<file path="src/rtl/core/mck_pkg.sv">
// Shared types, constants and the Morse pattern table for the character keyer.
// No dependencies; every other file of the keyer but mck_ram refers to it by scoped names.
package mck_pkg;

    localparam int NumRegs = 5;
    localparam int RegAw   = 3;
    localparam int DurW    = 8;
    localparam int CharW   = 8;
    localparam int PatW    = 8;
    localparam int IdxW    = 6;
    localparam int PaddrW  = 5;
    localparam int ApbDw   = 32;

    localparam logic [CharW-1:0] CharSpace = 8'h20;
    localparam logic [CharW-1:0] CharFirst = 8'h30;
    localparam logic [CharW-1:0] CharLast  = 8'h5A;
    localparam logic [CharW-1:0] CharQuery = 8'h3F;

    // Register file layout
    typedef enum logic [RegAw-1:0] {
        REG_DOT        = 3'd0,
        REG_DASH       = 3'd1,
        REG_ELEM_GAP   = 3'd2,
        REG_LETTER_GAP = 3'd3,
        REG_WORD_GAP   = 3'd4
    } t_reg;

    // Element request from the sequencer to the output stage
    typedef struct packed {
        logic tone;
        logic last;
        t_reg reg_sel;
    } t_req;

    // One keying element as delivered
    typedef struct packed {
        logic            tone;
        logic [DurW-1:0] dur;
        logic            last;
    } t_elem;

    // Value a register holds until first written
    function automatic logic [DurW-1:0] reg_reset(input t_reg r);
        logic [DurW-1:0] v;
        v = '0;
        unique case (r)
            REG_DOT:        v = 8'd1;
            REG_DASH:       v = 8'd3;
            REG_ELEM_GAP:   v = 8'd1;
            REG_LETTER_GAP: v = 8'd3;
            REG_WORD_GAP:   v = 8'd7;
            default:        v = '0;
        endcase
        return v;
    endfunction

    // Pattern per character from '0': LSB first, 1 is a dash, top set bit ends it
    function automatic logic [PatW-1:0] code_pattern(input logic [IdxW-1:0] idx);
        logic [PatW-1:0] p;
        p = '0;
        unique case (idx)
            6'd0:  p = 8'h3f;  6'd1:  p = 8'h3e;  6'd2:  p = 8'h3c;  6'd3:  p = 8'h38;
            6'd4:  p = 8'h30;  6'd5:  p = 8'h20;  6'd6:  p = 8'h21;  6'd7:  p = 8'h23;
            6'd8:  p = 8'h27;  6'd9:  p = 8'h2f;  6'd10: p = 8'h47;  6'd11: p = 8'h55;
            6'd12: p = 8'h2d;  6'd13: p = 8'h31;  6'd14: p = 8'h6d;  6'd15: p = 8'h4c;
            6'd16: p = 8'h56;  6'd17: p = 8'h06;  6'd18: p = 8'h11;  6'd19: p = 8'h15;
            6'd20: p = 8'h09;  6'd21: p = 8'h02;  6'd22: p = 8'h14;  6'd23: p = 8'h0b;
            6'd24: p = 8'h10;  6'd25: p = 8'h04;  6'd26: p = 8'h1e;  6'd27: p = 8'h0d;
            6'd28: p = 8'h12;  6'd29: p = 8'h07;  6'd30: p = 8'h05;  6'd31: p = 8'h0f;
            6'd32: p = 8'h16;  6'd33: p = 8'h1b;  6'd34: p = 8'h0a;  6'd35: p = 8'h08;
            6'd36: p = 8'h03;  6'd37: p = 8'h0c;  6'd38: p = 8'h18;  6'd39: p = 8'h0e;
            6'd40: p = 8'h19;  6'd41: p = 8'h1d;  6'd42: p = 8'h13;
            default: p = 8'h4c;
        endcase
        return p;
    endfunction

endpackage

</file>
<file path="src/rtl/core/mck_ram.sv">
// Generic single-write, dual-read RAM with registered read data.
// No dependencies.
module mck_ram #(
    parameter int Width = 8,
    parameter int Depth = 8
) (
    input  logic                     i_clk,
    input  logic                     i_we,
    input  logic [$clog2(Depth)-1:0] i_waddr,
    input  logic [Width-1:0]         i_wdata,
    input  logic [$clog2(Depth)-1:0] i_raddr_a,
    output logic [Width-1:0]         o_rdata_a,
    input  logic [$clog2(Depth)-1:0] i_raddr_b,
    output logic [Width-1:0]         o_rdata_b
);

    logic [Width-1:0] r_mem [Depth];
    logic [Width-1:0] r_rdata_a;
    logic [Width-1:0] r_rdata_b;

    // Write, then read both ports through registers
    always_ff @(posedge i_clk) begin
        if (i_we) begin
            r_mem[i_waddr] <= i_wdata;
        end
        r_rdata_a <= r_mem[i_raddr_a];
        r_rdata_b <= r_mem[i_raddr_b];
    end

    assign o_rdata_a = r_rdata_a;
    assign o_rdata_b = r_rdata_b;

endmodule

</file>
<file path="src/rtl/core/mck_seq.sv">
// Element sequencer: takes a character and walks its pattern, one request a cycle while the output stage can take it.
// Depends on mck_pkg.
module mck_seq (
    input  logic                      i_clk,
    input  logic                      i_rst_n,
    input  logic                      i_valid,
    input  logic [mck_pkg::CharW-1:0] i_char,
    output logic                      o_ready,
    input  logic                      i_can_issue,
    output logic                      o_issue,
    output mck_pkg::t_req             o_req
);

    typedef enum logic [3:0] {
        S_IDLE = 4'b0001,
        S_TONE = 4'b0010,
        S_GAP  = 4'b0100,
        S_WORD = 4'b1000
    } t_state;

    t_state                     r_state, n_state;
    logic [mck_pkg::PatW-1:0]   r_pat, n_pat;
    logic [mck_pkg::IdxW-1:0]   char_idx;
    logic                       pat_end;

    assign o_ready = (r_state == S_IDLE);
    assign pat_end = (r_pat[mck_pkg::PatW-1:1] == '0);
    assign o_issue = (r_state != S_IDLE) && i_can_issue;

    // Map a character to its table slot, unknown ones to the query mark
    always_comb begin
        if (i_char < mck_pkg::CharFirst || i_char > mck_pkg::CharLast) begin
            char_idx = mck_pkg::IdxW'(mck_pkg::CharQuery - mck_pkg::CharFirst);
        end else begin
            char_idx = mck_pkg::IdxW'(i_char - mck_pkg::CharFirst);
        end
    end

    // Request for the current step
    always_comb begin
        o_req = '{tone: 1'b0, last: 1'b0, reg_sel: mck_pkg::REG_ELEM_GAP};
        unique case (r_state)
            S_TONE: begin
                if (pat_end) begin
                    o_req = '{tone: 1'b0, last: 1'b1, reg_sel: mck_pkg::REG_LETTER_GAP};
                end else begin
                    o_req = '{tone: 1'b1, last: 1'b0,
                              reg_sel: r_pat[0] ? mck_pkg::REG_DASH : mck_pkg::REG_DOT};
                end
            end
            S_WORD: o_req = '{tone: 1'b0, last: 1'b1, reg_sel: mck_pkg::REG_WORD_GAP};
            default: o_req = '{tone: 1'b0, last: 1'b0, reg_sel: mck_pkg::REG_ELEM_GAP};
        endcase
    end

    // Advance through the pattern on each issued request
    always_comb begin
        n_state = r_state;
        n_pat   = r_pat;
        unique case (r_state)
            S_IDLE: begin
                if (i_valid) begin
                    if (i_char == mck_pkg::CharSpace) begin
                        n_state = S_WORD;
                    end else begin
                        n_state = S_TONE;
                        n_pat   = mck_pkg::code_pattern(char_idx);
                    end
                end
            end
            S_TONE: begin
                if (i_can_issue) begin
                    n_state = pat_end ? S_IDLE : S_GAP;
                end
            end
            S_GAP: begin
                if (i_can_issue) begin
                    n_state = S_TONE;
                    n_pat   = r_pat >> 1;
                end
            end
            S_WORD: begin
                if (i_can_issue) begin
                    n_state = S_IDLE;
                end
            end
            default: n_state = S_IDLE;
        endcase
    end

    always_ff @(posedge i_clk) begin
        if (!i_rst_n) begin
            r_state <= S_IDLE;
        end else begin
            r_state <= n_state;
        end
        r_pat <= n_pat;
    end

endmodule

</file>
<file path="src/rtl/core/mck_out.sv">
// Output stage: collects read data for issued requests into a two-entry buffer.
// Depends on mck_pkg.
module mck_out (
    input  logic                      i_clk,
    input  logic                      i_rst_n,
    input  logic                      i_issue,
    input  mck_pkg::t_req             i_req,
    input  logic [mck_pkg::DurW-1:0]  i_rdata,
    input  logic [mck_pkg::NumRegs-1:0] i_reg_valid,
    output logic                      o_can_issue,
    output logic                      o_valid,
    input  logic                      i_ready,
    output mck_pkg::t_elem            o_elem
);

    logic                      r_inflight;
    mck_pkg::t_req             r_if_req;
    mck_pkg::t_elem            r_buf [2];
    logic                      r_wp, r_rp;
    logic [1:0]                r_cnt;
    logic                      pop;
    logic [2:0]                occ_next;
    logic [mck_pkg::DurW-1:0]  dur;

    assign pop         = o_valid && i_ready;
    assign o_valid     = (r_cnt != 2'd0);
    assign o_elem      = r_buf[r_rp];
    assign occ_next    = {1'b0, r_cnt} + 3'(r_inflight) - 3'(pop);
    assign o_can_issue = (occ_next < 3'd2);

    // Unwritten registers read as their reset value
    assign dur = i_reg_valid[r_if_req.reg_sel] ? i_rdata
                                               : mck_pkg::reg_reset(r_if_req.reg_sel);

    // Track the read in flight and the buffer pointers
    always_ff @(posedge i_clk) begin
        if (!i_rst_n) begin
            r_inflight <= 1'b0;
            r_wp       <= 1'b0;
            r_rp       <= 1'b0;
            r_cnt      <= 2'd0;
        end else begin
            r_inflight <= i_issue;
            if (r_inflight) begin
                r_wp <= ~r_wp;
            end
            if (pop) begin
                r_rp <= ~r_rp;
            end
            r_cnt <= 2'(occ_next);
        end
        if (i_issue) begin
            r_if_req <= i_req;
        end
        if (r_inflight) begin
            r_buf[r_wp] <= '{tone: r_if_req.tone, dur: dur, last: r_if_req.last};
        end
    end

endmodule

</file>
<file path="src/rtl/core/morse_character_keyer.sv">
// Morse character keyer top level: stream ports, APB register port, register memory.
// Depends on mck_pkg, mck_ram, mck_seq and mck_out.
//
// Each accepted character gives a run of keying elements on the master stream:
// one silent word gap for a space, otherwise a tone and an element gap per dot or
// dash followed by a letter gap (up to 13 elements); unknown characters are sent
// as '?'. Durations come from five 8-bit registers kept in a small RAM and read
// one element per cycle, while the output buffer has room, through its single
// keyer read port. A taken character is registered into the sequencer state,
// each request with its read data, then written to the output buffer; the next
// character is taken the cycle after the last read is issued, and a run is
// stretched by any stall on the master side. The output holds two elements, so
// the keyer keeps reading while a finished element waits. Registers at byte
// addresses 0,4,8,12,16: dot, dash, element gap, letter gap, word gap (bits 7:0).
module morse_character_keyer (
    input  logic                        i_clk,
    input  logic                        i_rst_n,
    // slave stream: tdata = char_code[7:0]
    input  logic                        i_s_axis_tvalid,
    output logic                        o_s_axis_tready,
    input  logic [mck_pkg::CharW-1:0]   i_s_axis_tdata,
    // master stream: tdata = duration_units[7:0]; tuser = tone_on
    output logic                        o_m_axis_tvalid,
    input  logic                        i_m_axis_tready,
    output logic [mck_pkg::DurW-1:0]    o_m_axis_tdata,
    output logic                        o_m_axis_tuser,
    output logic                        o_m_axis_tlast,
    // register port
    input  logic                        psel,
    input  logic                        penable,
    input  logic                        pwrite,
    input  logic [mck_pkg::PaddrW-1:0]  paddr,
    input  logic [mck_pkg::ApbDw-1:0]   pwdata,
    output logic [mck_pkg::ApbDw-1:0]   prdata,
    output logic                        pready
);

    logic [mck_pkg::NumRegs-1:0]  r_reg_valid;
    logic [mck_pkg::RegAw-1:0]    r_rd_idx;
    logic                         r_rd_hit;
    logic [mck_pkg::RegAw-1:0]    apb_idx;
    logic                         apb_hit;
    logic                         cfg_we;
    logic [mck_pkg::RegAw-1:0]    rd_addr_b;
    logic [mck_pkg::DurW-1:0]     rdata_a, rdata_b, rd_val;
    logic                         can_issue, issue;
    mck_pkg::t_req                req;
    mck_pkg::t_elem               elem;

    // Decode the register port
    assign pready    = 1'b1;
    assign apb_idx   = paddr[mck_pkg::PaddrW-1:2];
    assign apb_hit   = (apb_idx < mck_pkg::RegAw'(mck_pkg::NumRegs));
    assign cfg_we    = psel && penable && pwrite && pready && apb_hit;
    assign rd_addr_b = apb_hit ? apb_idx : '0;

    mck_ram #(
        .Width (mck_pkg::DurW),
        .Depth (mck_pkg::NumRegs)
    ) u_ram (
        .i_clk     (i_clk),
        .i_we      (cfg_we),
        .i_waddr   (apb_idx),
        .i_wdata   (pwdata[mck_pkg::DurW-1:0]),
        .i_raddr_a (req.reg_sel),
        .o_rdata_a (rdata_a),
        .i_raddr_b (rd_addr_b),
        .o_rdata_b (rdata_b)
    );

    // Mark registers once written; capture the read address for prdata
    always_ff @(posedge i_clk) begin
        if (!i_rst_n) begin
            r_reg_valid <= '0;
        end else if (cfg_we) begin
            r_reg_valid[apb_idx] <= 1'b1;
        end
        r_rd_idx <= rd_addr_b;
        r_rd_hit <= apb_hit;
    end

    assign rd_val = r_reg_valid[r_rd_idx] ? rdata_b
                                          : mck_pkg::reg_reset(mck_pkg::t_reg'(r_rd_idx));
    assign prdata = r_rd_hit ? mck_pkg::ApbDw'(rd_val) : '0;

    mck_seq u_seq (
        .i_clk       (i_clk),
        .i_rst_n     (i_rst_n),
        .i_valid     (i_s_axis_tvalid),
        .i_char      (i_s_axis_tdata),
        .o_ready     (o_s_axis_tready),
        .i_can_issue (can_issue),
        .o_issue     (issue),
        .o_req       (req)
    );

    mck_out u_out (
        .i_clk       (i_clk),
        .i_rst_n     (i_rst_n),
        .i_issue     (issue),
        .i_req       (req),
        .i_rdata     (rdata_a),
        .i_reg_valid (r_reg_valid),
        .o_can_issue (can_issue),
        .o_valid     (o_m_axis_tvalid),
        .i_ready     (i_m_axis_tready),
        .o_elem      (elem)
    );

    assign o_m_axis_tdata = elem.dur;
    assign o_m_axis_tuser = elem.tone;
    assign o_m_axis_tlast = elem.last;

endmodule

</file>
<file path="config.mk">
export PLATFORM = sky130hd
export DESIGN_NAME = morse_character_keyer
export DESIGN_NICKNAME = d
export VERILOG_FILES = /design/src/rtl/core/mck_pkg.sv /design/src/rtl/core/mck_ram.sv /design/src/rtl/core/mck_seq.sv /design/src/rtl/core/mck_out.sv /design/src/rtl/core/morse_character_keyer.sv
export SDC_FILE = /design/constraint.sdc
export NUM_CORES = 1
export LEC_CHECK = 0
export ABC_AREA = 1
export BUFFER_PORTS_ARGS = -buffer_cell sky130_fd_sc_hd__buf_2
export CAP_MARGIN = 15
export CORE_ASPECT_RATIO = 0.5
export CORE_UTILIZATION = 50
export CTS_CLUSTER_DIAMETER = 100
export DETAILED_ROUTE_END_ITERATION = 12
export PLACE_DENSITY = 0.77
export SLEW_MARGIN = 20
export SYNTH_ARGS = -nofsm -noshare
export SYNTH_HDL_FRONTEND = slang
export SYNTH_SLANG_ARGS = --single-unit
export TNS_END_PERCENT = 100
</file>
<file path="constraint.sdc">
create_clock -name i_clk -period 3 [get_ports i_clk]
set_input_delay 0.15 -clock i_clk [delete_from_list [all_inputs] [get_ports i_clk]]
set_output_delay 0.15 -clock i_clk [all_outputs]
set_load 0.05 [all_outputs]
</file>
Word-level counts from Yosys, hierarchy flattened
Memories as Yosys holds them, arrays and structs flattened. A register that Yosys moved wholly into a read port is not among the register bits. Cells that the tools add are included.

Add/sub/neg operators: 3. $mul: 0. Divide/modulo/power cells: 0. $lt $le $gt $ge: 8. Equal/unequal tests: 19. Shift-type cells: 0. Mux-type cells: 33. Bitwise gates (word level): 3. Reduce and logical (&&, ||, !) cells: 18.

Operators by type and width (count): two-way mux 8 bit (6); two-way mux 4 bit (5); case mux 3 bit (3 select lines) (2); case mux 4 bit (4 select lines) (1); case mux 8 bit (2 select lines) (1); == test 3 x 2 -> 1 bit, second input constant (4); less-than comparator 3 x 4 -> 1 bit, second input constant (3); two-way mux 1 bit (10); case mux 5 bit (2 select lines) (1); == test 8 x 6 -> 1 bit, second input constant (1); greater-than comparator 8 x 7 -> 1 bit, second input constant (1); less-than comparator 8 x 6 -> 1 bit, second input constant (1); AND reduction 4 bit (2); OR reduction 2 bit (4); zero test 7 bit (1); binary-select mux 1 bit (select 3 bit) (2); == test 3 x 1 -> 1 bit, second input constant (2); == test 3 bit, second input constant (2); logical AND 1 bit (6); zero test 3 bit (2); two-way mux 3 bit (2); two-way mux 6 bit (1); != test 2 x 1 -> 1 bit, second input constant (3); subtractor 6 bit, second input constant (1); other kinds (17) (20).

Bits in registers: 31. Bits in latches: 0. Bits in writable memories: 60. ROM bits: 448. Input bits: 52. Output and inout port bits: 45. Logic and storage cells: 99. Memories kept: 3.

Memory list: (no name shown) (words 64, width 7, rd ports 1, clocked after Yosys merged registers in 0, wr ports 0, RTL line mck_pkg.sv:61) `unique case (idx)`; u_ram.r_mem (words 5, width 8, rd ports 2, clocked after Yosys merged registers in 2, wr ports 1, RTL line mck_ram.sv:17) `logic [Width-1:0] r_mem [Depth];`; u_out.r_buf (words 2, width 10, rd ports 1, clocked after Yosys merged registers in 1, wr ports 1, RTL line mck_out.sv:18) `mck_pkg::t_elem r_buf [2];`.

Depth between registers and ports, before layout
Gate-level depths: netlist of run 1. An unclocked memory read counts as a cell.

Depth in word-level cells: 7. Mapped depth: 20. Gate-level depth less buffers: 20.

Cells and area by module
A second synthesis of run 1 with hierarchy kept.

Cell total of the unflattened synthesis: 723. Area, all modules: 5913.2 µm².

By module, submodules not included: mck_ram (times used 1, cells each 275, area an instance 2459.9 µm², sequential area each 1521.5 µm²); mck_seq (times used 1, cells each 245, area an instance 1435.1 µm², sequential area each 290.3 µm²); mck_out (times used 1, cells each 105, area an instance 1327.5 µm², sequential area each 870.8 µm²); morse_character_keyer (times used 1, cells each 98, area an instance 690.7 µm², sequential area each 180.2 µm²).

Worst setup path after synthesis of run 1
Ideal clock, no wire load.

Path kind: reg-to-reg. From: reg u_out.r_cnt[1]. To: reg u_seq.r_pat[0] (netlist name), enable pin. Library setup time: 0.367 ns. Data arrival time: 2.648 ns. Required time: 2.633 ns. Slack: -0.015 ns. Cell stages (with the launch flop): 13. Buffers on the path: 0. Period minus slack after synthesis: 3.015 ns. Cell sequence: dfxtp_1 -> or2_2 -> nand2_1 -> inv_1 -> ha_1 -> inv_1 -> ha_1 -> fa_1 -> nor3_1 -> inv_1 -> o31ai_1 -> nand2_1 -> nor3_2.

Longest elaborated chain between the ends: 6. Elaborated cells on any way between the ends: 7. Those cells by class: add/sub (2); order compare (1); eq/ne (1); reduce/logical (3).

Ends and longest elaborated chain: start, declared (RTL line mck_out.sv:20) `logic [1:0] r_cnt;`; start signal, assigned (RTL line mck_out.sv:50) `r_cnt <= 2'(occ_next);`; nonzero test 2 bit (RTL line mck_out.sv:26) `assign o_valid = (r_cnt != 2'd0);`; net o_m_axis_tvalid (RTL line morse_character_keyer.sv:23) `output logic o_m_axis_tvalid,`; logical AND 1 bit (RTL line mck_out.sv:25) `assign pop = o_valid && i_ready;`; net u_out.pop (RTL line mck_out.sv:21) `logic pop;`; subtractor 3 x 1 -> 3 bit (RTL line mck_out.sv:28) `assign occ_next = {1'b0, r_cnt} + 3'(r_inflight) - 3'(pop);`; net u_out.occ_next[1] (RTL line mck_out.sv:22) `logic [2:0] occ_next;`; less-than comparator 3 x 2 -> 1 bit (RTL line mck_out.sv:29) `assign o_can_issue = (occ_next < 3'd2);`; != test 2 x 1 -> 1 bit (no source line); AND reduction 4 bit (no source line); end signal, assigned (RTL line mck_seq.sv:97) `r_pat <= n_pat;`; end, declared (RTL line mck_seq.sv:22) `logic [mck_pkg::PatW-1:0] r_pat, n_pat;`.

The timed path passes the listed nets, and every way through them passes these cells. A chain may end at the register's enable or synchronous reset.

Worst setup path in the final report of run 1
From: reg u_out.r_cnt[1]. To: reg u_seq.r_pat[5] (netlist name), enable pin.

Longest elaborated chain between the ends: 6. Elaborated cells on any way between the ends: 7. Those cells by class: add/sub (2); order compare (1); eq/ne (1); reduce/logical (3).

Ends and longest elaborated chain (RTL line): nonzero test 2 bit (mck_out.sv:26); logical AND 1 bit (mck_out.sv:25); net u_out.pop (mck_out.sv:21); subtractor 3 x 1 -> 3 bit (mck_out.sv:28); less-than comparator 3 x 2 -> 1 bit (mck_out.sv:29); != test 2 x 1 -> 1 bit (no source line); AND reduction 4 bit (no source line).

The timed path passes the listed nets, and every way through them passes these cells.

==> impl_metrics.env, run 1 <==
export IMPL_status="finished, final reports clean"
export IMPL_clk_pin_slew_ns=0.07
export IMPL_netlist_area_um2=5537
export IMPL_htree_levels=3
export IMPL_cts_tree="built"
export IMPL_finalCriticalPeriod_ns=2.831
export IMPL_cts_made_buffers=9
export IMPL_syn_mean_instance_area_um2=9.197
export IMPL_cts_num_sinks=107
export IMPL_finalSetupTns_ns=0
export IMPL_finalClockSkew_ns=0.006143
export IMPL_fmax_mhz=353.2
export IMPL_initial_core_util_pct=52.85
export IMPL_overflow=0
export IMPL_gp_congestion=0.8922
export IMPL_reg2reg_from="u_out.r_cnt[1]"
export IMPL_crit_chain="or2_2 > nand2_1 > inv_2 > ha_1 > inv_1 > ha_2 > fa_2 > nand2_1 > inv_1 > nor3_2 > inv_1 > o31ai_1 > nand2_1 > nor3_4 > buf_12"
export IMPL_min_from="pwdata[3]"
export IMPL_post_dp_hpwl_mm=8.008
export IMPL_holdPathStages=1
export IMPL_min_path_type="primary input to flop"
export IMPL_path_class="flop to flop"
export IMPL_ys_seq_elements=107
export IMPL_stdcell_count=802
export IMPL_cts_root_buf="clkbuf_16"
export IMPL_tightestPinTransition_ns=0.8039
export IMPL_setup_viol=0
export IMPL_final_util_pct=58.79
export IMPL_wl_mm=10.96
export IMPL_hold_viol=0
export IMPL_grt_usage_pct=20.25
export IMPL_portBuffers=45
export IMPL_clk_latency_ns=0.34
export IMPL_cp_arrival_ns=2.89
export IMPL_num_nets_final=722
export IMPL_dieArea_um2=11520
export IMPL_crit_start="u_out.r_cnt[1]"
export IMPL_worst_path_max_delay_cell="fa_2"
export IMPL_grt_pass1_wl_mm=18.04
export IMPL_max_stage_delay_ns=0.35
export IMPL_ff2ff_path_depth=15
export IMPL_synth_most_common_cell="nand2_1"
export IMPL_synth_edf_count=72
export IMPL_cp_start_kind="flop"
export IMPL_drv_cap=0
export IMPL_grt_pass1_vias=3836
export IMPL_drive_gt1_share_pct=20.09
export IMPL_antennaDiodeCount=0
export IMPL_n_fill_cell=913
export IMPL_slew_headroom_pct=46.21
export IMPL_critPathMaxFanout=8
export IMPL_finalCritPeriodShare_pct=94.38
export IMPL_slew_viol_final=0
export IMPL_die_w_um=150.8
export IMPL_drc_errors=0
export IMPL_synth_cell_types=45
export IMPL_required_ns=3.06
export IMPL_die_h_um=76.41
export IMPL_synth_common_cells="nand2_1, nor2_1, inv_1"
export IMPL_drt_iter0_drc=324
export IMPL_rows=26
export IMPL_syn_to_final_growth_pct=11.23
export IMPL_power_density_nw_per_um2=731.8
export IMPL_synth_flop_cell="edfxtp_1"
export IMPL_synth_warnings=0
export IMPL_synth_async_sr_flop_share_pct=0
export IMPL_placed_cells=785
export IMPL_syn_inst=602
export IMPL_setup_ws_ns=0.1687
export IMPL_drtAntennaViolNets=0
export IMPL_core_um2=10480
export IMPL_cts_max_path_buffers=2
export IMPL_place_ws_ns=0.06488
export IMPL_crit_path_end_kind="flop"
export IMPL_peakVddDrop_mv=0.3227
export IMPL_vias=4117
export IMPL_wl_per_cell_um=13.67
export IMPL_synth_top_area_cell="edfxtp_1"
export IMPL_worst_hold_slack_ns=0.03387
export IMPL_synth_top_area_share_pct=39.05
export IMPL_grt_max_degree=33
export IMPL_leakage_nw=2.733
export IMPL_pin_count=97
export IMPL_yosysSeqAreaShare_pct=51.71
export IMPL_yosys_top_cells_area="edfxtp_1, dfxtp_1, nand2_1"
export IMPL_viasPerCell=5.133
export IMPL_grt_antenna_before_repair=1
export IMPL_dr_pass1_iters=5
[final timing paths]
| check | to | slack, ns |
|---|---|---|
| worst max-delay path | u_seq.r_pat[5] | 0.17 |
| worst min-delay path | u_ram.r_mem[2][3] | 0.03 |
| worst max register to register | u_seq.r_pat[5] | 0.17 |
| worst min register to register | u_out.r_rp | 0.46 |
[stage by stage]
step,instance area [um^2],total power [mW]
6_report,6158,4.507
5_1_grt,6158,4.749
4_1_cts,6127,4.448
3_5_place_dp,5854,3.382
3_3_place_gp,5854,3.338
2_1_floorplan,5629,3.067
[per-layer routing]
metal,up-vias,track usage [%],routed length [um]
met1,1909,26.78,4959
li1,2057,-,-
met3,17,5.150,783
met4,2,5.700,175
met5,-,0,8
met2,132,32.80,5036
[area by class of cell]
type                       instances  area [um^2]  share of cell area (%)
sequential                       107         2864                   46.51
multi-input combinational        391         2165                   35.15
timing repair buffer              59        342.8                   5.567
inverter                          89        339.1                   5.506
clock buffer                      13        250.2                   4.063
tap                              140        175.2                   2.844
clock inverter                     3        22.52                  0.3657
[worst max-delay path, delay by kind of cell, from the launching register on]
kind,cells,cell delay [ns]
compound gates,1,0.07
buf+inv,5,0.36
flops,1,0.33
fa+ha+maj,3,0.79
simple gates,6,1.00
[registers in the layout, indices dropped and copies added, names as in the netlist, named ones only]
name	cells
r_rd_idx	3
u_ram.r_mem	40
u_out.r_buf	20
u_out.r_if_req	5
u_seq.r_pat	7
r_rd_hit	1
u_out.r_rp	1
u_ram.o_rdata_a	8
u_out.r_inflight	1
u_seq.r_state	4
u_out.r_cnt	2
r_reg_valid	5
u_ram.o_rdata_b	8
u_out.r_wp	1
[layout by cell type, fill, tap and decap left out, types with 14 or more instances in the layout]
cell	count
nor2_1	84
nand2_1	94
conb_1	25
a31oi_1	16
a21oi_1	25
nand3_1	20
inv_1	77
o21ai_0	28
o211ai_1	14
edfxtp_1	72
buf_2	45
dfxtp_1	34
[repair_timing]
| item | in CTS | in global routing |
|---|---|---|
| endpoints found under the setup margin | 0 | 8 |
| resized for setup | 0 | 5 |
| hold buffers | 0 | 0 |
| setup buffers | 0 | 1 |
[power by group]
group / switching [mW] / internal, mW / leakage (nW)
clock network: 0.479 / 0.589 / 0.131
registers: 0.129 / 1.89 / 0.951
logic: 0.971 / 0.445 / 1.65
[cells by family (layout without fill, tap and decap cells)]
| logic type | after synthesis | count (layout) | synth area share [%] |
|---|---|---|---|
| simple gates | 245 | 245 | 21.24 |
| buf+inv | 127 | 164 | 11.05 |
| flops | 107 | 107 | 51.71 |
| compound gates | 98 | 98 | 10.76 |
| fa+ha+maj | 13 | 13 | 3.073 |
| mux | 10 | 10 | 2.034 |
| other cells | 2 | 25 | 0.1356 |
(Power assumes the default switching activity.)
==> run 2, diff against run 1 <==
Settings changed: BUFFER_PORTS_ARGS -buffer_cell sky130_fd_sc_hd__buf_2 to -buffer_cell sky130_fd_sc_hd__clkbuf_2, SLEW_MARGIN 20 to 40, SYNTH_HIERARCHICAL set to 1.
==> run 2 against run 1 <==
  * First-iteration DRC count shrank 1.5%
  * Sequential share of layout area shrank 2.1 points
  * Clock-buffer cell count shrank 3
  * Die area grew 6.7%
  * Synthesized cell count grew 20%
  * Global-route usage grew 0.74 points
  * Via count grew 12%
  * Power shrank 2.2%
  * Worst hold slack lost 0.0071 ns
  * Design area grew 4.8%
==> impl_metrics.env, run 2 <==
export IMPL_status="finished, final reports clean"
export IMPL_ff2ff_path_depth=12
export IMPL_cts_num_sinks=107
export IMPL_pwr_share_comb_pct=29.9
export IMPL_wl_per_cell_um=13.01
export IMPL_finalCriticalPeriod_ns=2.791
export IMPL_drc_errors=0
export IMPL_synth_async_sr_flop_share_pct=0
export IMPL_n_fill_cell=1018
export IMPL_portBuffers=45
export IMPL_min_from="pwdata[6]"
export IMPL_clk_pin_slew_ns=0.07
export IMPL_regArea_um2=2863
export IMPL_reg2reg_from="u_out/r_cnt[1]"
export IMPL_multi_input_area_um2=2384
export IMPL_synth_edf_count=72
export IMPL_drt_iter0_drc=319
export IMPL_critPathMaxFanout=7
export IMPL_cts_made_buffers=9
export IMPL_dieArea_um2=12290
export IMPL_synth_common_cells="nand2_1, inv_1, edfxtp_1"
export IMPL_initial_core_util_pct=52.56
export IMPL_p_sw_mw=1.605
export IMPL_cts_tree="built"
export IMPL_min_path_type="primary input to flop"
export IMPL_grt_usage_pct=20.99
export IMPL_dr_pass1_iters=5
export IMPL_pin_count=97
export IMPL_grt_antenna_before_repair=0
export IMPL_wl_mm=12.14
export IMPL_drtAntennaViolNets=0
export IMPL_syn_mean_instance_area_um2=8.179
export IMPL_layout_commonest_cell="nand2_1"
export IMPL_clkPwrFrac_pct=24.8
export IMPL_yosysSeqAreaShare_pct=48.41
export IMPL_seq_power_share_pct=45.3
export IMPL_post_dp_cell_area_um2=6173
export IMPL_grt_pass1_vias=4082
export IMPL_p_sw_share_pct=36.42
export IMPL_rows=27
export IMPL_cp_start_kind="flop"
export IMPL_slew_viol_final=0
export IMPL_syn_to_final_growth_pct=9.099
export IMPL_regToRegSetupSlack_ns=0.21
export IMPL_rsz0062_at_grt="false"
export IMPL_gp_congestion=0.9064
export IMPL_holdPathStages=1
export IMPL_final_cell_mix="nand2_1, inv_1, edfxtp_1, nand3_1, nor2_1"
export IMPL_post_route_cell_area_um2=6451
export IMPL_required_ns=3.05
export IMPL_largest_register_ffs=40
export IMPL_core_um2=11250
export IMPL_setup_viol=0
export IMPL_finalSetupTns_ns=0
export IMPL_crit_chain="o21a_1 > ha_1 > inv_1 > ha_1 > fa_1 > xnor2_1 > nor2_1 > inv_1 > o21ai_0 > nand2_1 > or2_1 > inv_2"
export IMPL_synth_cell_types=40
export IMPL_finalCritPeriodShare_pct=93.04
export IMPL_grt_pass1_wl_mm=19.88
export IMPL_yosys_top_cells_area="edfxtp_1, nand2_1, dfxtp_1"
export IMPL_die_w_um=155.8
export IMPL_worst_path_max_delay_cell="fa_1"
export IMPL_hold_buffers=0
export IMPL_clk_latency_ns=0.35
export IMPL_cts_root_buf="clkbuf_16"
export IMPL_ys_seq_elements=107
export IMPL_synth_top_area_share_pct=36.56
export IMPL_post_dp_hpwl_mm=8.735
export IMPL_internal_power_mw=2.802
export IMPL_slew_headroom_pct=52.05
export IMPL_vias=4616
export IMPL_tightestPinTransition_ns=0.7185
export IMPL_htree_levels=3
export IMPL_power_density_nw_per_um2=683.1
export IMPL_grt_max_degree=19
export IMPL_cts_setup_buffers=0
export IMPL_largest_registers="u_ram/r_mem x40, u_out/r_buf x20"
export IMPL_hold_viol=0
export IMPL_drv_cap=0
export IMPL_antennaDiodeCount=0
export IMPL_num_nets_final=835
export IMPL_crit_path_end_kind="flop"
export IMPL_fmax_mhz=358.3
export IMPL_max_stage_delay_ns=0.38
export IMPL_syn_inst=723
export IMPL_worstReg2RegEnd="u_seq/r_pat[2]"
export IMPL_cts_resized=0
export IMPL_drive_gt1_share_pct=16.28
export IMPL_die_h_um=78.90
export IMPL_netlist_area_um2=5913
export IMPL_synth_most_common_cell="nand2_1"
export IMPL_synth_top_area_cell="edfxtp_1"
export IMPL_path_class="flop to flop"
export IMPL_synth_flop_cell="edfxtp_1"
export IMPL_peakVddDrop_mv=0.2962
export IMPL_finalClockSkew_ns=0.008392
export IMPL_hold_end="u_ram/r_mem[0][6]"
export IMPL_regMostFlops="u_ram/r_mem"
export IMPL_cp_arrival_ns=2.84
export IMPL_cts_max_path_buffers=2
export IMPL_overflow=0
export IMPL_synth_warnings=6
export IMPL_viasPerCell=4.947
export IMPL_leakage_nw=3.159
-- run 2: changes by cell type in the layout (fill, tap and decap cells not counted), moves of 8 or more --
cell      change
o211ai_1     -14
inv_1        +26
o21ai_0      -17
nand3_1      +37
a31oi_1      -14
a21oi_1       -8
nand2_1     +133
clkbuf_2     +45
nor2_1       -27
buf_2        -45
-- run 2: worst max-delay path: cells and delay by family (launching register included) --
family	cells	cell delay [ns]
flip-flops	1	0.33
adder cells (fa/ha/maj)	3	0.84
XOR/XNOR	1	0.14
AO/OA/AOI/OAI	2	0.38
AND/OR/NAND/NOR	3	0.54
buffers and inverters	3	0.27
-- run 2: area by class of cell --
type / instances / area share (%)
sequential: 107 / 44.38
multi-input combinational: 483 / 36.95
inverter: 114 / 6.788
timing repair buffer: 54 / 4.538
clock buffer: 10 / 3.549
tap: 159 / 3.084
clock inverter: 6 / 0.7176
-- run 2: worst max-delay path by stage --
stage	startpoint	to	slack, ns	cells past startpoint
after floorplan	u_out/r_cnt[1]	u_seq/r_pat[0]	0.40	12
after global placement	u_out/r_cnt[1]	u_seq/r_pat[4]	0.23	12
after detailed placement	u_out/r_cnt[1]	u_seq/r_pat[6]	0.15	12
after CTS	u_out/r_cnt[1]	u_seq/r_pat[4]	0.12	12
after global routing	u_out/r_cnt[1]	u_seq/r_pat[4]	0.03	12
final	u_out/r_cnt[1]	u_seq/r_pat[2]	0.21	12
-- run 2: metrics by stage --
step | setup slack [ns] | power (mW) | utilization, % | instances | hold slack [ns]
global placement | 0.2342 | 3.290 | 54.83 | 917 | 0.3814
detailed placement | 0.1513 | 3.328 | 54.88 | 917 | 0.3867
CTS | 0.1200 | 4.425 | 57.32 | 933 | 0.01028
finish | 0.2087 | 4.407 | 57.35 | 933 | 0.02682
floorplan | 0.4031 | 3.061 | - | 746 | 0.2189
global route | 0.03011 | 4.660 | 57.35 | 933 | 0.01002
-- run 2: cells by family after synthesis --
| group | after synthesis | synth area share (%) |
|---|---|---|
| compound gates | 35 | 3.237 |
| xor+xnor | 1 | 0.1481 |
| fa+ha+maj | 14 | 3.089 |
| buf+inv | 156 | 12.86 |
| flops | 107 | 48.41 |
| mux | 10 | 1.904 |
| other cells | 2 | 0.1270 |
| simple gates | 398 | 30.22 |
-- run 2: metal layers --
| metal | up-vias | GRT usage (%) | part of all wire [%] |
|---|---|---|---|
| li1 | 2335 | - | - |
| met2 | 219 | 32.72 | 44 |
| met3 | 17 | 5.622 | 8.3 |
| met4 | 0 | 6.471 | 1.1 |
| met5 | - | 0 | 0 |
| met1 | 2045 | 28.61 | 47 |
-- run 2: power groups by stage --
stage / sequential, mW / combinational, mW / clock (mW)
final: 2.00 / 1.32 / 1.09
after global routing: 2.02 / 1.46 / 1.18
after CTS: 1.99 / 1.31 / 1.12
after detailed placement: 2.03 / 1.30 / 0
after global placement: 2.02 / 1.27 / 0
after floorplan: 1.98 / 1.09 / 0
==> run 3, diff against run 2 <==
Settings changed: ABC_AREA 1 to not set.
==> run 3 against run 2 <==
  * Clock skew shrank 0.0011 ns
  * Design area shrank 0.17%
  * Power grew 1.2%
  * Area after synthesis shrank 3.3%
  * Sequential cell count is the same
  * Die area shrank 3.3%
  * Critical endpoint is now u_seq/r_state[2]
  * Largest power group unchanged
==> impl_metrics.env, run 3 <==
export IMPL_fmax_mhz=371.5
export IMPL_power_density_nw_per_um2=692.7
export IMPL_min_path_type="primary input to flop"
export IMPL_path_class="flop to flop"
export IMPL_status="finished, final reports clean"
export IMPL_antennaDiodeCount=0
export IMPL_htree_levels=3
export IMPL_finalCritPeriodShare_pct=89.73
export IMPL_finalCriticalPeriod_ns=2.692
export IMPL_synth_flop_cell="edfxtp_1"
export IMPL_pin_count=97
export IMPL_initial_core_util_pct=51.74
export IMPL_regMostFlops="u_ram/r_mem"
export IMPL_synth_top_area_cell="edfxtp_1"
export IMPL_syn_to_final_growth_pct=12.68
export IMPL_yosysSeqAreaShare_pct=50.09
export IMPL_synth_top_area_share_pct=37.83
export IMPL_hold_end="u_ram/r_mem[1][4]"
export IMPL_ff2ff_path_depth=13
export IMPL_cts_root_buf="clkbuf_16"
export IMPL_n_fill_cell=923
export IMPL_synth_cell_types=82
export IMPL_p_sw_mw=1.510
export IMPL_grt_antenna_before_repair=0
export IMPL_layout_commonest_cell="edfxtp_1"
export IMPL_slew_viol_final=0
export IMPL_die_w_um=153.2
export IMPL_synth_most_common_cell="edfxtp_1"
export IMPL_cts_made_buffers=9
export IMPL_seq_power_share_pct=44.4
export IMPL_tightestPinTransition_ns=0.7900
export IMPL_clk_latency_ns=0.35
export IMPL_rsz0062_at_grt="false"
export IMPL_syn_inst=503
export IMPL_cp_arrival_ns=2.93
export IMPL_netlist_area_um2=5715
export IMPL_worstReg2RegEnd="u_seq/r_state[2]"
export IMPL_clk_pin_slew_ns=0.07
export IMPL_grt_pass1_vias=3956
export IMPL_synth_edf_count=72
export IMPL_hold_viol=0
export IMPL_cts_tree="built"
export IMPL_cts_max_path_buffers=2
export IMPL_finalClockSkew_ns=0.007308
export IMPL_overflow=0
export IMPL_finalSetupTns_ns=0
export IMPL_critPathMaxFanout=5
export IMPL_cts_setup_buffers=0
export IMPL_yosys_top_cells_area="edfxtp_1, dfxtp_1, mux2i_1"
export IMPL_die_h_um=77.60
export IMPL_crit_path_end_kind="flop"
export IMPL_num_nets_final=632
export IMPL_min_from="pwdata[4]"
export IMPL_wl_per_cell_um=17.19
export IMPL_p_sw_share_pct=33.86
export IMPL_reg2reg_from="u_out/r_cnt[1]"
export IMPL_drtAntennaViolNets=0
export IMPL_grt_usage_pct=21.46
export IMPL_dr_pass1_iters=5
export IMPL_wl_mm=12.31
export IMPL_grt_max_degree=26
export IMPL_gp_congestion=0.8976
export IMPL_setup_viol=0
export IMPL_core_um2=11050
export IMPL_drt_iter0_drc=410
export IMPL_rows=27
export IMPL_post_dp_hpwl_mm=8.629
export IMPL_holdPathStages=1
export IMPL_required_ns=3.24
export IMPL_cp_start_kind="flop"
export IMPL_pwr_share_comb_pct=28.4
export IMPL_drv_cap=0
export IMPL_largest_registers="u_ram/r_mem x40, u_out/r_buf x20"
export IMPL_viasPerCell=5.799
export IMPL_dieArea_um2=11890
export IMPL_synth_warnings=6
export IMPL_portBuffers=45
export IMPL_slew_headroom_pct=47.10
export IMPL_clkPwrFrac_pct=27.2
export IMPL_synth_async_sr_flop_share_pct=0
export IMPL_regToRegSetupSlack_ns=0.31
export IMPL_largest_register_ffs=40
export IMPL_final_cell_mix="edfxtp_1, clkbuf_2, dfxtp_1, nor2_1, buf_4"
export IMPL_drc_errors=0
export IMPL_peakVddDrop_mv=0.3293
export IMPL_grt_pass1_wl_mm=20.06
export IMPL_cts_num_sinks=107
export IMPL_internal_power_mw=2.951
export IMPL_synth_common_cells="edfxtp_1, dfxtp_1, nor2_1"
export IMPL_final_util_pct=58.30
export IMPL_drive_gt1_share_pct=23.99
export IMPL_leakage_nw=2.437
export IMPL_syn_mean_instance_area_um2=11.36
export IMPL_vias=4152
export IMPL_ys_seq_elements=107
run 3: changes by cell type after synthesis, sizes merged, moves of 11 or more:
cell	change
a211oi	+18
nand4	-11
inv	-90
nand2	-214
nand3	-57
nor2b	+26
mux2i	+22
a221oi	+18
nor2	-36
run 3: cells by family (layout without fill, tap and decap cells):
group / count (synthesis) / after routing / share of synthesized area (%)
simple gates: 152 / 152 / 15.39
compound gates: 119 / 119 / 16.77
flops: 107 / 107 / 50.09
buf+inv: 71 / 116 / 7.378
mux: 36 / 36 / 6.743
fa+ha+maj: 14 / 14 / 3.196
other cells: 2 / 25 / 0.1314
xor+xnor: 2 / 2 / 0.3065
run 3: power groups by stage:
stage | clock, mW | sequential [mW] | combinational, mW
after detailed placement | 0 | 2.01 | 1.25
after floorplan | 0 | 1.94 | 1.01
after CTS | 1.22 | 1.98 | 1.26
after global routing | 1.28 | 2.01 | 1.38
after global placement | 0 | 2.00 | 1.23
final | 1.21 | 1.98 | 1.27
run 3: timing repair:
item,4_1_cts,5_1_grt
resized for setup,0,2
endpoints found under the setup margin,0,2
hold buffers,0,0
run 3: worst max path at each step:
stage                     depth (start not counted)               from          endpoint
after CTS                                        13     u_out/r_cnt[1]  u_seq/r_state[2]
final                                            13     u_out/r_cnt[1]  u_seq/r_state[2]
after global placement                           11  i_s_axis_tdata[0]    u_seq/r_pat[1]
after floorplan                                  13     u_out/r_cnt[1]  u_seq/r_state[3]
after detailed placement                         13     u_out/r_cnt[1]  u_seq/r_state[2]
after global routing                             13     u_out/r_cnt[1]  u_seq/r_state[2]
run 3: metrics by stage:
step | instance area [um^2] | hold WS (ns) | std cells | worst slack (ns) | total power [mW]
global route | 6440 | 0.04300 | 716 | 0.02980 | 4.675
CTS | 6434 | 0.02885 | 716 | 0.1854 | 4.460
floorplan | 5802 | 0.2286 | 526 | 0.3461 | 2.947
global placement | 6121 | 0.3815 | 700 | 0.2334 | 3.230
finish | 6440 | 0.03086 | 716 | 0.3082 | 4.461
detailed placement | 6123 | 0.3919 | 700 | 0.2140 | 3.263
run 3: layout make-up:
class                           instances  area, um^2  share of cell area, %
Clock buffer                           10       239.0                  3.711
Clock inverter                          6       71.32                  1.107
Inverter                               24       90.09                  1.399
Multi-Input combinational cell        348        2537                  39.40
Sequential cell                       107        2863                  44.45
Tap cell                              145       181.4                  2.817
Timing Repair Buffer                   76       457.9                  7.111
run 3: worst max-delay path: stages, from the launching register on:
cell and delay (ns):
dfxtp_1 0.33, o21a_1 0.22, ha_1 0.28, inv_1 0.04, ha_1 0.18, fa_1 0.38
xnor2_1 0.15, nor2_1 0.07, buf_4 0.15, o31ai_1 0.19, o21ai_1 0.11, o22ai_2 0.21
mux2i_1 0.21, nor2b_1 0.06
run 3: per-layer routing:
metal	routed length [um]	vias to the layer above	part of all wire (%)	GRT usage, %
met2	5841	170	47	36.07
met5	0	-	0	0
li1	-	1977	-	-
met4	181	0	1.5	7.576
met1	5410	1987	44	27.50
met3	877	18	7.1	4.693
